===== config.mk =====
export PLATFORM = sky130hd
export DESIGN_NAME = ckmh_queue
export DESIGN_NICKNAME = d
export VERILOG_FILES = /design/src/hdl/ckmh_pkg.sv /design/src/hdl/ckmh_queue.sv
export SDC_FILE = /design/constraint.sdc
export NUM_CORES = 1
export LEC_CHECK = 0
export BUFFER_PORTS_ARGS = -buffer_cell sky130_fd_sc_hd__buf_2
export CAP_MARGIN = 5
export CORE_MARGIN = 3
export CORE_UTILIZATION = 61
export CTS_CLUSTER_DIAMETER = 120
export DETAILED_ROUTE_END_ITERATION = 16
export PLACE_DENSITY = 0.88
export REMOVE_ABC_BUFFERS = 1
export SYNTH_ARGS = -nofsm -noshare
export SYNTH_HDL_FRONTEND = slang
export SYNTH_SLANG_ARGS = --single-unit

===== constraint.sdc =====
create_clock -name clk_i -period 9.6 [get_ports clk_i]
set_input_delay 1.44 -clock clk_i [delete_from_list [all_inputs] [get_ports clk_i]]
set_output_delay 1.44 -clock clk_i [all_outputs]
set_load 0.02 [all_outputs]

===== src/hdl/ckmh_pkg.sv =====
`timescale 1ns / 1ps

package ckmh_pkg;

  localparam int MAX_ROWS      = 16;
  localparam int ROW_W         = (MAX_ROWS > 1) ? $clog2(MAX_ROWS) : 1;
  localparam int POSITION_BITS = 16;
  localparam int QUEUE_DEPTH   = 4;
  localparam int QPTR_W        = $clog2(QUEUE_DEPTH);

  localparam int KMER_W   = 64;
  localparam int BUCKET_W = 44;
  localparam int POS_OUT_W = 16;

  localparam logic [POSITION_BITS-1:0] POS_MAX = '1;

  // configuration port
  localparam int CFG_IDX_W  = 2;
  localparam int CFG_DATA_W = 6;
  localparam logic [CFG_IDX_W-1:0] CFG_KMER_LEN   = 2'd0;
  localparam logic [CFG_IDX_W-1:0] CFG_NUM_HASHES = 2'd1;
  localparam logic [CFG_IDX_W-1:0] CFG_HASH_SHIFT = 2'd2;

  localparam logic [5:0] KMER_LEN_RST   = 6'd31;
  localparam logic [4:0] NUM_HASHES_RST = 5'd10;
  localparam logic [5:0] HASH_SHIFT_RST = 6'd36;

  // input op codes
  localparam logic OP_LOAD = 1'b0;
  localparam logic OP_BASE = 1'b1;

  typedef enum logic {
    KIND_LOAD,
    KIND_HASH
  } ckmh_kind_e;

  // one queue entry: a coefficient load or a canonical k-mer to hash
  typedef struct packed {
    ckmh_kind_e               kind;
    logic [ROW_W-1:0]         idx;
    logic [ROW_W-1:0]         rows_m1;
    logic [KMER_W-1:0]        val_a;
    logic [KMER_W-1:0]        val_b;
    logic [5:0]               bbits;
    logic [5:0]               shift;
    logic [POSITION_BITS-1:0] pos;
    logic                     mate;
  } ckmh_job_t;

  function automatic logic [1:0] base_code(input logic [7:0] letter);
    logic [1:0] code;
    case (letter)
      "C", "c": code = 2'd1;
      "G", "g": code = 2'd2;
      "T", "t": code = 2'd3;
      default:  code = 2'd0;
    endcase
    return code;
  endfunction

endpackage


===== src/hdl/ckmh_queue.sv =====
`timescale 1ns / 1ps

module ckmh_queue import ckmh_pkg::*; (
  input  logic      clk_i,
  input  logic      rst_ni,
  input  logic      push_i,
  input  ckmh_job_t push_job_i,
  output logic      full_o,
  input  logic      pop_i,
  output ckmh_job_t head_o,
  output logic      empty_o
);

  ckmh_job_t          entries_q [QUEUE_DEPTH];
  logic [QPTR_W-1:0]  wr_ptr_q, rd_ptr_q;
  logic [QPTR_W:0]    count_q;
  logic               do_push, do_pop;

  assign full_o  = (count_q == (QPTR_W+1)'(QUEUE_DEPTH));
  assign empty_o = (count_q == '0);
  assign head_o  = entries_q[rd_ptr_q];
  assign do_push = push_i && !full_o;
  assign do_pop  = pop_i && !empty_o;

  always_ff @(posedge clk_i) begin
    if (do_push) begin
      entries_q[wr_ptr_q] <= push_job_i;
    end
  end

  always_ff @(posedge clk_i or negedge rst_ni) begin
    if (!rst_ni) begin
      wr_ptr_q <= '0;
      rd_ptr_q <= '0;
      count_q  <= '0;
    end else begin
      if (do_push) begin
        wr_ptr_q <= wr_ptr_q + 1'b1;
      end
      if (do_pop) begin
        rd_ptr_q <= rd_ptr_q + 1'b1;
      end
      case ({do_push, do_pop})
        2'b10:   count_q <= count_q + 1'b1;
        2'b01:   count_q <= count_q - 1'b1;
        default: ;
      endcase
    end
  end

endmodule


==> results.json <==
{
  "setup_slack_ns": 4.75,
  "area_delta_synth_final_pct": 17.4,
  "die-area_sq_um": 42400,
  "whs_path_depth": 1,
  "detail-route-antenna-nets": 0,
  "ys_types": 20,
  "ys_ff_latch": 671,
  "min_period_over_period_pct": 50.5,
  "numClockSinks": 671,
  "peakVddDrop_mv": 0.241,
  "critical-path-max-stage-delay_ns": 1.05,
  "crit_buf_inv": 2,
  "critPathMaxFanout": 49,
  "finClkSkew_ns": 0.0134,
  "met3_usage_pct": 6.30,
  "cp_cell_sequence": "buf_4 -> mux4_2 -> buf_2",
  "synth_area_per_cell_sq_um": 26.9,
  "grt.met2_usage_pct": 41.2,
  "synthTopCellsByCount": "edfxtp_1 (664), mux4_2 (166), buf_2 (19), buf_6 (15), dfrtp_1 (7)",
  "hold_slack_ns": 0.544,
  "setup_viol": 0,
  "clock_latency_ns": 0.57,
  "clk_pin_slew_worst_paths_ns": 0.06,
  "tightestPinTransition_ns": 1.07,
  "ys.flop_type": "edfxtp_1",
  "die-height_microns": 206,
  "netlist_instances": 905,
  "gp_congestion": 0.755,
  "final_core_util_pct": 73.2,
  "drt_iter0_drc": 1034,
  "worst_setup_path_end_kind": "primary output",
  "viasPerCell": 6.05,
  "busiest_layer": "met2",
  "root_buffer": "clkbuf_16",
  "drt_wl_total_microns": 50900,
  "path_delay_family": "buffers and inverters",
  "drive_above_1_share_pct": 46.1,
  "final_nets": 1461,
  "place_inst": 1735,
  "slowest_stage": "dfrtp_4",
  "fin_tns_setup_ns": 0,
  "drc": 0,
  "die_w_microns": 206,
  "syn_area_sq_um": 24400,
  "ctsResizeCount": 0,
  "min_from": "count_q[2]",
  "rsz0062_at_grt": "false",
  "clk_path_buf_depth": 3,
  "crit_path_start_kind": "flop",
  "yosys.area.top_type_share_pct": 81.8,
  "synth_area_leaders": "edfxtp_1 (82%), mux4_2 (15%), dfrtp_1 (0.72%)",
  "yosysMostFrequentCell": "edfxtp_1",
  "ys.warnings.count": 0,
  "core_sq_um": 39100,
  "antenna_found_initial": 15,
  "grt_overflow": 0,
  "yosys.area.top_type": "edfxtp_1",
  "crit_start": "rd_ptr_q[0]",
  "power_density_nw_per_um2": 330,
  "synth_edf_count": 664,
  "synth-seq-area-share_pct": 82.5,
  "ys_async_sr_fraction_pct": 1.04,
  "cts_hold_buf": 0,
  "relSlewSlack_pct": 28.5,
  "r2r_start": "count_q[2]",
  "outcome": "complete, no violations",
  "num_vias": 11300,
  "start_util_pct": 62.3,
  "cts_tree": "built",
  "critical_path_class": "flop to primary output",
  "grt_pass1_wl_microns": 75700,
  "fmax_ghz": 0.206,
  "rows": 72,
  "reg2reg_depth": 4,
  "worst_ep_arrival_time_ns": 3.41,
  "pre_cts_ws_ns": 5.27,
  "track_usage_pct": 24.4,
  "grt_max_degree": 71,
  "drv_cap": 0,
  "place_hpwl_microns": 29000,
  "cts_buffers": 66,
  "htreeDepth": 3,
  "fin_crit_ns": 4.85,
  "ios": 338,
  "power_mw": 9.43,
  "layout.cells.non_filler": 1862,
  "required_ns": 8.16,
  "hold_viol_final": 0,
  "drv_slew": 0,
  "io_buffers": 337,
  "grt_pass1_vias": 12100,
  "fin_area_sq_um": 28600,
  "wl_per_cell_microns": 27.4,
  "leakage_nw": 9.74,
  "post_cts_buffers": 0,
  "hp-class": "flop to flop",
  "cp_num_cells": 3,
  "drt_pass1_iterations": 5,
  "grt_use_met1_pct": 31.8,
  "placedInstanceArea_sq_um": 26500
}
==> layout make-up <==
type	count	area, sq um
Multi-Input combinational cell	190	3970
Fill cell	2117	10500
Antenna cell	10	25.0
Clock buffer	81	1730
Tap cell	518	648
Clock inverter	36	313
Sequential cell	671	20100
Inverter	6	22.5
Timing Repair Buffer	350	1780
==> flip-flops by register name (all words and copies together) (netlist names) <==
signal,count
wr_ptr_q,2
rd_ptr_q,2
count_q,3
entries_q,664
==> where the power goes <==
group | total (mW) | internal [mW] | leakage [nW] | switching (mW)
Sequential | 4.12 | 3.88 | 6.16 | 0.241
Clock | 2.43 | 1.40 | 1.00 | 1.03
Combinational | 2.88 | 1.13 | 2.58 | 1.75
==> worst register-to-register path, cell delays in order, from the launching register on <==
cell	delay (ns)
dfrtp_1	0.42
nor3b_1	0.19
nor2b_1	0.50
and2_4	0.82
buf_4	0.87
==> layout by cell type (no fill, tap or decap), types with 5 or more instances in the layout <==
| master | synthesis | final |
|---|---|---|
| inv_1 | 6 | 6 |
| buf_4 | 0 | 13 |
| clkbuf_16 | 0 | 67 |
| clkinv_2 | 0 | 12 |
| clkbuf_1 | 4 | 14 |
| diode_2 | 0 | 10 |
| ha_1 | 5 | 5 |
| inv_6 | 0 | 5 |
| clkinv_1 | 0 | 11 |
| edfxtp_1 | 664 | 664 |
| dfrtp_1 | 7 | 5 |
| mux4_2 | 166 | 166 |
| buf_2 | 19 | 337 |
==> cell families (layout without fill, tap and decap cells) <==
kind of cell	Yosys count	after routing	synth area share (%)
flip-flops	671	671	82.5
multiplexers	168	168	15.4
buffers and inverters	44	473	1.24
AND/OR/NAND/NOR	9	9	0.210
adder cells (fa/ha/maj)	6	6	0.339
XOR/XNOR	6	6	0.216
AO/OA/AOI/OAI	1	1	0.0359
other	0	10	0
==> path summary, 6_finish.rpt <==
path / end / slack (ns)
max reg2reg: entries_q[2][49] / 6.32
max in group asynchronous: rd_ptr_q[1] / 8.72
min reg2reg: count_q[2] / 0.54
max: head_o[114] / 4.75
min: count_q[2] / 0.54
min in group asynchronous: count_q[0] / 0.70
==> routing by layer <==
metal	wire length, microns	share of wire [%]	up-vias
li1	-	-	4699
met1	18300	36	5929
met2	27000	53	528
met3	4180	8.2	100
met4	1340	2.6	14
met5	96	0.19	-
No activity file was read; power rests on OpenSTA's default activity.
