==> src/hdl/ckmh_pkg.sv <==
`timescale 1ns / 1ps

package ckmh_pkg;

  localparam int MAX_ROWS      = 16;
  localparam int ROW_W         = (MAX_ROWS > 1) ? $clog2(MAX_ROWS) : 1;
  localparam int POSITION_BITS = 16;
  localparam int QUEUE_DEPTH   = 4;
  localparam int QPTR_W        = $clog2(QUEUE_DEPTH);

  localparam int KMER_W   = 64;
  localparam int BUCKET_W = 44;
  localparam int POS_OUT_W = 16;

  localparam logic [POSITION_BITS-1:0] POS_MAX = '1;

  // configuration port
  localparam int CFG_IDX_W  = 2;
  localparam int CFG_DATA_W = 6;
  localparam logic [CFG_IDX_W-1:0] CFG_KMER_LEN   = 2'd0;
  localparam logic [CFG_IDX_W-1:0] CFG_NUM_HASHES = 2'd1;
  localparam logic [CFG_IDX_W-1:0] CFG_HASH_SHIFT = 2'd2;

  localparam logic [5:0] KMER_LEN_RST   = 6'd31;
  localparam logic [4:0] NUM_HASHES_RST = 5'd10;
  localparam logic [5:0] HASH_SHIFT_RST = 6'd36;

  // input op codes
  localparam logic OP_LOAD = 1'b0;
  localparam logic OP_BASE = 1'b1;

  typedef enum logic {
    KIND_LOAD,
    KIND_HASH
  } ckmh_kind_e;

  // one queue entry: a coefficient load or a canonical k-mer to hash
  typedef struct packed {
    ckmh_kind_e               kind;
    logic [ROW_W-1:0]         idx;
    logic [ROW_W-1:0]         rows_m1;
    logic [KMER_W-1:0]        val_a;
    logic [KMER_W-1:0]        val_b;
    logic [5:0]               bbits;
    logic [5:0]               shift;
    logic [POSITION_BITS-1:0] pos;
    logic                     mate;
  } ckmh_job_t;

  function automatic logic [1:0] base_code(input logic [7:0] letter);
    logic [1:0] code;
    case (letter)
      "C", "c": code = 2'd1;
      "G", "g": code = 2'd2;
      "T", "t": code = 2'd3;
      default:  code = 2'd0;
    endcase
    return code;
  endfunction

endpackage

==> src/hdl/ckmh_front.sv <==
`timescale 1ns / 1ps

module ckmh_front import ckmh_pkg::*; (
  input  logic                  clk_i,
  input  logic                  rst_ni,
  input  logic                  cfg_valid_i,
  input  logic [CFG_IDX_W-1:0]  cfg_index_i,
  input  logic [CFG_DATA_W-1:0] cfg_data_i,
  input  logic                  in_valid_i,
  output logic                  in_stall_o,
  input  logic                  op_i,
  input  logic [7:0]            base_i,
  input  logic                  read_start_i,
  input  logic                  read_end_i,
  input  logic                  mate_i,
  input  logic [3:0]            coef_index_i,
  input  logic [KMER_W-1:0]     coef_mult_i,
  input  logic [KMER_W-1:0]     coef_add_i,
  input  logic                  full_i,
  output logic                  push_o,
  output ckmh_job_t             job_o
);

  logic [5:0] kmer_len_q;
  logic [4:0] num_hashes_q;
  logic [5:0] hash_shift_q;

  logic [KMER_W-1:0]        fwd_q, fwd_d;
  logic [KMER_W-1:0]        rev_q, rev_d;
  logic [5:0]               seen_q, seen_d;
  logic [POSITION_BITS-1:0] pos_q, pos_d;

  logic                     accept;
  logic [5:0]               k_eff;
  logic [6:0]               two_k;
  logic [KMER_W-1:0]        mask2k;
  logic [KMER_W-1:0]        fwd0, rev0;
  logic [5:0]               seen0;
  logic [POSITION_BITS-1:0] pos0;
  logic [1:0]               code, comp;
  logic                     emit;
  logic [KMER_W-1:0]        canon;
  logic [7:0]               bsum;
  logic [5:0]               bbits;
  logic [ROW_W-1:0]         rows_m1;
  logic                     idx_ok;

  assign in_stall_o = full_i;
  assign accept     = in_valid_i && !full_i;

  always_comb begin
    k_eff = kmer_len_q;
    if (kmer_len_q == 6'd0) begin
      k_eff = 6'd1;
    end else if (kmer_len_q > 6'd32) begin
      k_eff = 6'd32;
    end
    two_k  = {k_eff, 1'b0};
    mask2k = (two_k == 7'd64) ? '1 : ((64'd1 << two_k) - 64'd1);

    // read_start clears the rolling state before the base goes in
    fwd0  = read_start_i ? '0 : fwd_q;
    rev0  = read_start_i ? '0 : rev_q;
    seen0 = read_start_i ? '0 : seen_q;
    pos0  = read_start_i ? '0 : pos_q;

    code = base_code(base_i);
    comp = ~code;

    if (seen0 >= k_eff) begin
      fwd_d  = {fwd0[KMER_W-3:0], code} & mask2k;
      rev_d  = ((rev0 >> 2) | ({62'd0, comp} << (two_k - 7'd2))) & mask2k;
      seen_d = seen0;
    end else begin
      fwd_d  = {fwd0[KMER_W-3:0], code};
      rev_d  = rev0 | ({62'd0, comp} << {seen0, 1'b0});
      seen_d = seen0 + 6'd1;
    end

    emit  = (seen_d >= k_eff) || read_end_i;
    canon = (fwd_d > rev_d) ? fwd_d : rev_d;
    pos_d = (emit && (pos0 != POS_MAX)) ? pos0 + 1'b1 : pos0;

    bsum  = {1'b0, two_k} + {2'b00, hash_shift_q};
    bbits = (bsum > 8'd64) ? 6'(bsum - 8'd64) : 6'd0;

    if (num_hashes_q == 5'd0) begin
      rows_m1 = '0;
    end else if (32'(num_hashes_q) > MAX_ROWS) begin
      rows_m1 = ROW_W'(MAX_ROWS - 1);
    end else begin
      rows_m1 = ROW_W'(num_hashes_q - 5'd1);
    end

    idx_ok = 32'(coef_index_i) < MAX_ROWS;
  end

  always_comb begin
    job_o = '0;
    if (op_i == OP_LOAD) begin
      job_o.kind  = KIND_LOAD;
      job_o.idx   = ROW_W'(coef_index_i);
      job_o.val_a = coef_mult_i;
      job_o.val_b = coef_add_i;
      push_o      = accept && idx_ok;
    end else begin
      job_o.kind    = KIND_HASH;
      job_o.rows_m1 = rows_m1;
      job_o.val_a   = canon;
      job_o.bbits   = bbits;
      job_o.shift   = hash_shift_q;
      job_o.pos     = pos0;
      job_o.mate    = mate_i;
      push_o        = accept && emit;
    end
  end

  always_ff @(posedge clk_i or negedge rst_ni) begin
    if (!rst_ni) begin
      kmer_len_q   <= KMER_LEN_RST;
      num_hashes_q <= NUM_HASHES_RST;
      hash_shift_q <= HASH_SHIFT_RST;
      fwd_q        <= '0;
      rev_q        <= '0;
      seen_q       <= '0;
      pos_q        <= '0;
    end else begin
      if (cfg_valid_i) begin
        case (cfg_index_i)
          CFG_KMER_LEN:   kmer_len_q   <= cfg_data_i;
          CFG_NUM_HASHES: num_hashes_q <= cfg_data_i[4:0];
          CFG_HASH_SHIFT: hash_shift_q <= cfg_data_i;
          default: ;
        endcase
      end
      if (accept && (op_i == OP_BASE)) begin
        fwd_q  <= fwd_d;
        rev_q  <= rev_d;
        seen_q <= seen_d;
        pos_q  <= pos_d;
      end
    end
  end

endmodule

==> config.mk <==
export PLATFORM = sky130hd
export DESIGN_NAME = ckmh_front
export DESIGN_NICKNAME = d
export VERILOG_FILES = /design/src/hdl/ckmh_pkg.sv /design/src/hdl/ckmh_front.sv
export SDC_FILE = /design/constraint.sdc
export NUM_CORES = 1
export LEC_CHECK = 0
export BUFFER_PORTS_ARGS = -buffer_cell sky130_fd_sc_hd__buf_2
export CAP_MARGIN = 10
export CORE_ASPECT_RATIO = 0.9
export CORE_MARGIN = 3
export CORE_UTILIZATION = 57
export CTS_CLUSTER_SIZE = 30
export DETAILED_ROUTE_END_ITERATION = 8
export GPL_TIMING_DRIVEN = 0
export HOLD_SLACK_MARGIN = 0.06
export PLACE_DENSITY = 0.83
export RECOVER_POWER = 50
export REMOVE_ABC_BUFFERS = 1
export SETUP_SLACK_MARGIN = 0.02
export SKIP_LAST_GASP = 1
export SYNTH_ARGS = -nofsm -noshare
export SYNTH_HDL_FRONTEND = slang
export SYNTH_SLANG_ARGS = --single-unit
==> constraint.sdc <==
create_clock -name clk_i -period 7.7 [get_ports clk_i]
set_input_delay 1.155 -clock clk_i [delete_from_list [all_inputs] [get_ports clk_i]]
set_output_delay 1.155 -clock clk_i [all_outputs]
set_load 0.005 [all_outputs]
==> impl_metrics.ini <==
[global_route]
grtUsageTotal = 0.410
grt_pass1_vias = 16000
overflow = 0
antenna_found_initial = 2
grt_pass1_wl_um = 92100
grt_max_degree = 110

[synth]
synth_edf_count = 0
netlist.area_leader.share = 0.254
synthAdderAreaFrac = 0.0752
ys_warn_count = 0
synth_xor_area_frac = 0.0223
synthTopCellsByArea = dfrtp_1 25%, nand2_1 9.5%, ha_1 7.3%, a21oi_1 5.7%, nor2b_1 4.2%
ys.flop_type = dfrtp_1
ys_async_sr_fraction = 1.00
netlist-cell-type-count = 100
syn_inst = 2036
syn_area_per_cell_um2 = 7.54
netlist_area_um2 = 15300
synth-simple-area-share = 0.328
synth_top_family_by_area = simple AND/OR/NAND/NOR gates
synth_compound_area_frac = 0.230
yosysSeqAreaShare = 0.270
synth_seq_cells = 165
synthMuxAreaShare = 0.0136
synth_largest_area_cell = dfrtp_1

[clock_network]
cts_tree = yes
path_clk_slew_ps = 80
htreeDepth = 4
cts_buffers = 17
cts.sinks = 165
clockBufferDepth = 2
worstSkewPairLatency_ps = 450
postCtsHoldBufs = 0
cts-root-buf = clkbuf_16

[detailed_routing]
met1_length_um = 24300
via_count = 17700
firstDrtPassIters = 9
viasPerCell = 6.63
wirelength_um = 62700
top_layer_used = met5
met2_length_um = 26200
drc = 19
dr_wl_met3_um = 8780
wl_per_cell_um = 23.5
ant_nets = 0
initialDrtViolationCount = 2815

[timing]
fin_hold_ws_ps = 475
timing_worst_slew_pin_value_ps = 4270
finalHoldViolCount = 0
fin_crit_sh = 0.999
period_needed_ps = 7690
finClkSkew_ps = 12.5
finalMaxSlewViolations = 469
worst_slack_ps = 5.18
finalSetupViolations = 0
clock.fmax_mhz = 130
slew_headroom = -1.85

[floorplanning]
die_h_um = 162
die-area_um2 = 28900
initial_core_util = 0.584
dieWidth_um = 179
coreArea_um2 = 26300
ios = 325
rows = 56

[pwr]
p_per_area_nw_per_um2 = 242
ir_drop_uv = 174
leakagePower_nw = 8.71

[min_path]
hold_depth = 2
min_to = fwd_q[57]
worstHoldStart = fwd_q[57]
hold_class = reg -> reg

[finish]
synthToLayoutAreaGrowth_pct = 20.1
n_antenna_cell = 0
layout.cells.non_filler = 2663
nets = 2549
fin_util = 0.702
post_route_cells_drive_above_1_share = 0.250
fillCellCount = 2102

[worst_setup_path]
timing.rr.start = kmer_len_q[2]
r2r-end = pos_q[9]
path_class = reg -> out
reg2regPathDepth = 20
critPathRequiredTime_ps = 6550
crit_arrival_ps = 6540
cp-end-kind = primary output
path_max_fanout = 20
worst_setup_path_start_kind = flip-flop
rrSetupSlack_ps = 2040

[run]
drv_cap = 7

[place]
post-place-ws_ps = -2950
port_buffers = 323
hpwl_um = 40700
globalplace.congestion = 0.987
post-place-cells = 2560

[status]
outcome = finished, violations left
violations = DRC, capacitance limit, slew limit
## logic make-up after synthesis
| logic type | count (synthesis) |
|---|---|
| buffers and inverters | 196 |
| adders and majority gates | 92 |
| muxes | 19 |
| and+or+nand+nor | 1000 |
| AOI/OAI and AO/OA | 528 |
| xor gates and xnor gates | 36 |
| DFF | 165 |
## flip-flops by register name, summed over array words and instances (netlist names)
register / cells
hash_shift_q: 6
pos_q: 16
kmer_len_q: 6
seen_q: 6
rev_q: 64
fwd_q: 62
num_hashes_q: 5
## critical path, cell delays in order (launching register included)
cell,delay [ps]
dfstp_4,490
nor4_1,280
o21a_2,260
inv_2,140
ha_1,370
xnor2_2,420
nand4b_1,630
o21ai_0,370
nor2_1,80
nor3_2,200
inv_2,60
ha_1,300
and4_1,210
and4bb_2,300
nand3_2,240
buf_4,230
a311oi_4,250
buf_4,210
buf_4,160
nor2_4,50
buf_12,150
buf_12,150
o21a_1,180
a22o_1,190
buf_2,120
## Yosys cell counts (15+ instances only)
| master | n |
|---|---|
| nor2b_1 | 102 |
| and3_1 | 45 |
| o21ai_0 | 94 |
| nor2_1 | 165 |
| buf_4 | 16 |
| nand3_1 | 55 |
| a221oi_1 | 17 |
| buf_2 | 30 |
| mux2_2 | 15 |
| o211ai_1 | 16 |
| xnor2_1 | 19 |
| a221o_1 | 15 |
| a211oi_1 | 20 |
| dfrtp_1 | 156 |
| inv_1 | 29 |
| xor2_1 | 15 |
| nand2_1 | 388 |
| clkbuf_1 | 82 |
| nand2b_1 | 54 |
| buf_1 | 16 |
| nor3_1 | 35 |
| nand4_1 | 27 |
| and2_1 | 18 |
| nor3b_1 | 20 |
| a21oi_1 | 174 |
| o21ai_1 | 27 |
| ha_1 | 89 |
## report_power, final
part	internal, W	switching, W	total, W
combinational	0.000898	0.00153	0.00243
clock	0.000466	0.000423	0.000890
sequential	0.00101	0.000123	0.00113
total	0.00237	0.00208	0.00445
## metal layers
metal | up-vias | track usage
met5 | - | 0.0139
met4 | 2 | 0.188
li1 | 7761 | -
met1 | 8294 | 0.555
met2 | 1291 | 0.582
met3 | 305 | 0.151
## layout by cell type, fill, tap and decap left out, drive strengths merged, types with 18 or more instances in the layout
| cell | instances |
|---|---|
| nor2b | 102 |
| nor3b | 33 |
| dfrtp | 156 |
| o21ai | 124 |
| ha | 89 |
| buf | 366 |
| nand2 | 393 |
| a21oi | 187 |
| and2 | 19 |
| clkbuf | 46 |
| nor3 | 39 |
| nand2b | 57 |
| nand4 | 27 |
| nor2 | 171 |
| nand3 | 60 |
| inv | 45 |
| or3 | 20 |
| a211oi | 21 |
| and3 | 45 |
| xnor2 | 21 |
| o211ai | 18 |
## worst max-delay path by stage
stage,start,depth (start not counted),to
global placement,read_start_i,21,job_o[109]
CTS,base_i[0],20,job_o[103]
floorplan,read_start_i,18,job_o[124]
global route,kmer_len_q[4],23,job_o[141]
detailed placement,read_start_i,22,job_o[120]
finish,kmer_len_q[4],24,job_o[99]
## metrics by stage
step / setup TNS [ps] / power [W] / cell area, µm²
detailed placement: -178250 / 0.00320 / 16900
finish: 0 / 0.00445 / 18400
floorplan: -135690 / 0.00246 / 14600
global route: -1680 / 0.00461 / 18400
CTS: 0 / 0.00420 / 18000
global placement: -707360 / 0.00312 / 16600
## area by class of cell
| cell class | instances | area [µm²] | share of cell area |
|---|---|---|---|
| Tap cell | 348 | 435 | 0.0236 |
| Sequential cell | 165 | 4160 | 0.225 |
| Multi-Input combinational cell | 1681 | 10700 | 0.580 |
| Timing Repair inverter | 3 | 28.8 | 0.00156 |
| Clock buffer | 19 | 443 | 0.0240 |
| Timing Repair Buffer | 396 | 2360 | 0.128 |
| Clock inverter | 13 | 139 | 0.00753 |
| Inverter | 38 | 176 | 0.00957 |
## repair_timing
item / in CTS / in global routing
pin swaps: 12 / 12
gates cloned: 11 / 1
gates resized for setup: 52 / 37
endpoints found under the setup margin: 64 / 64
setup buffers: 20 / 39
Note: power is estimated with default switching activity, not from simulation.
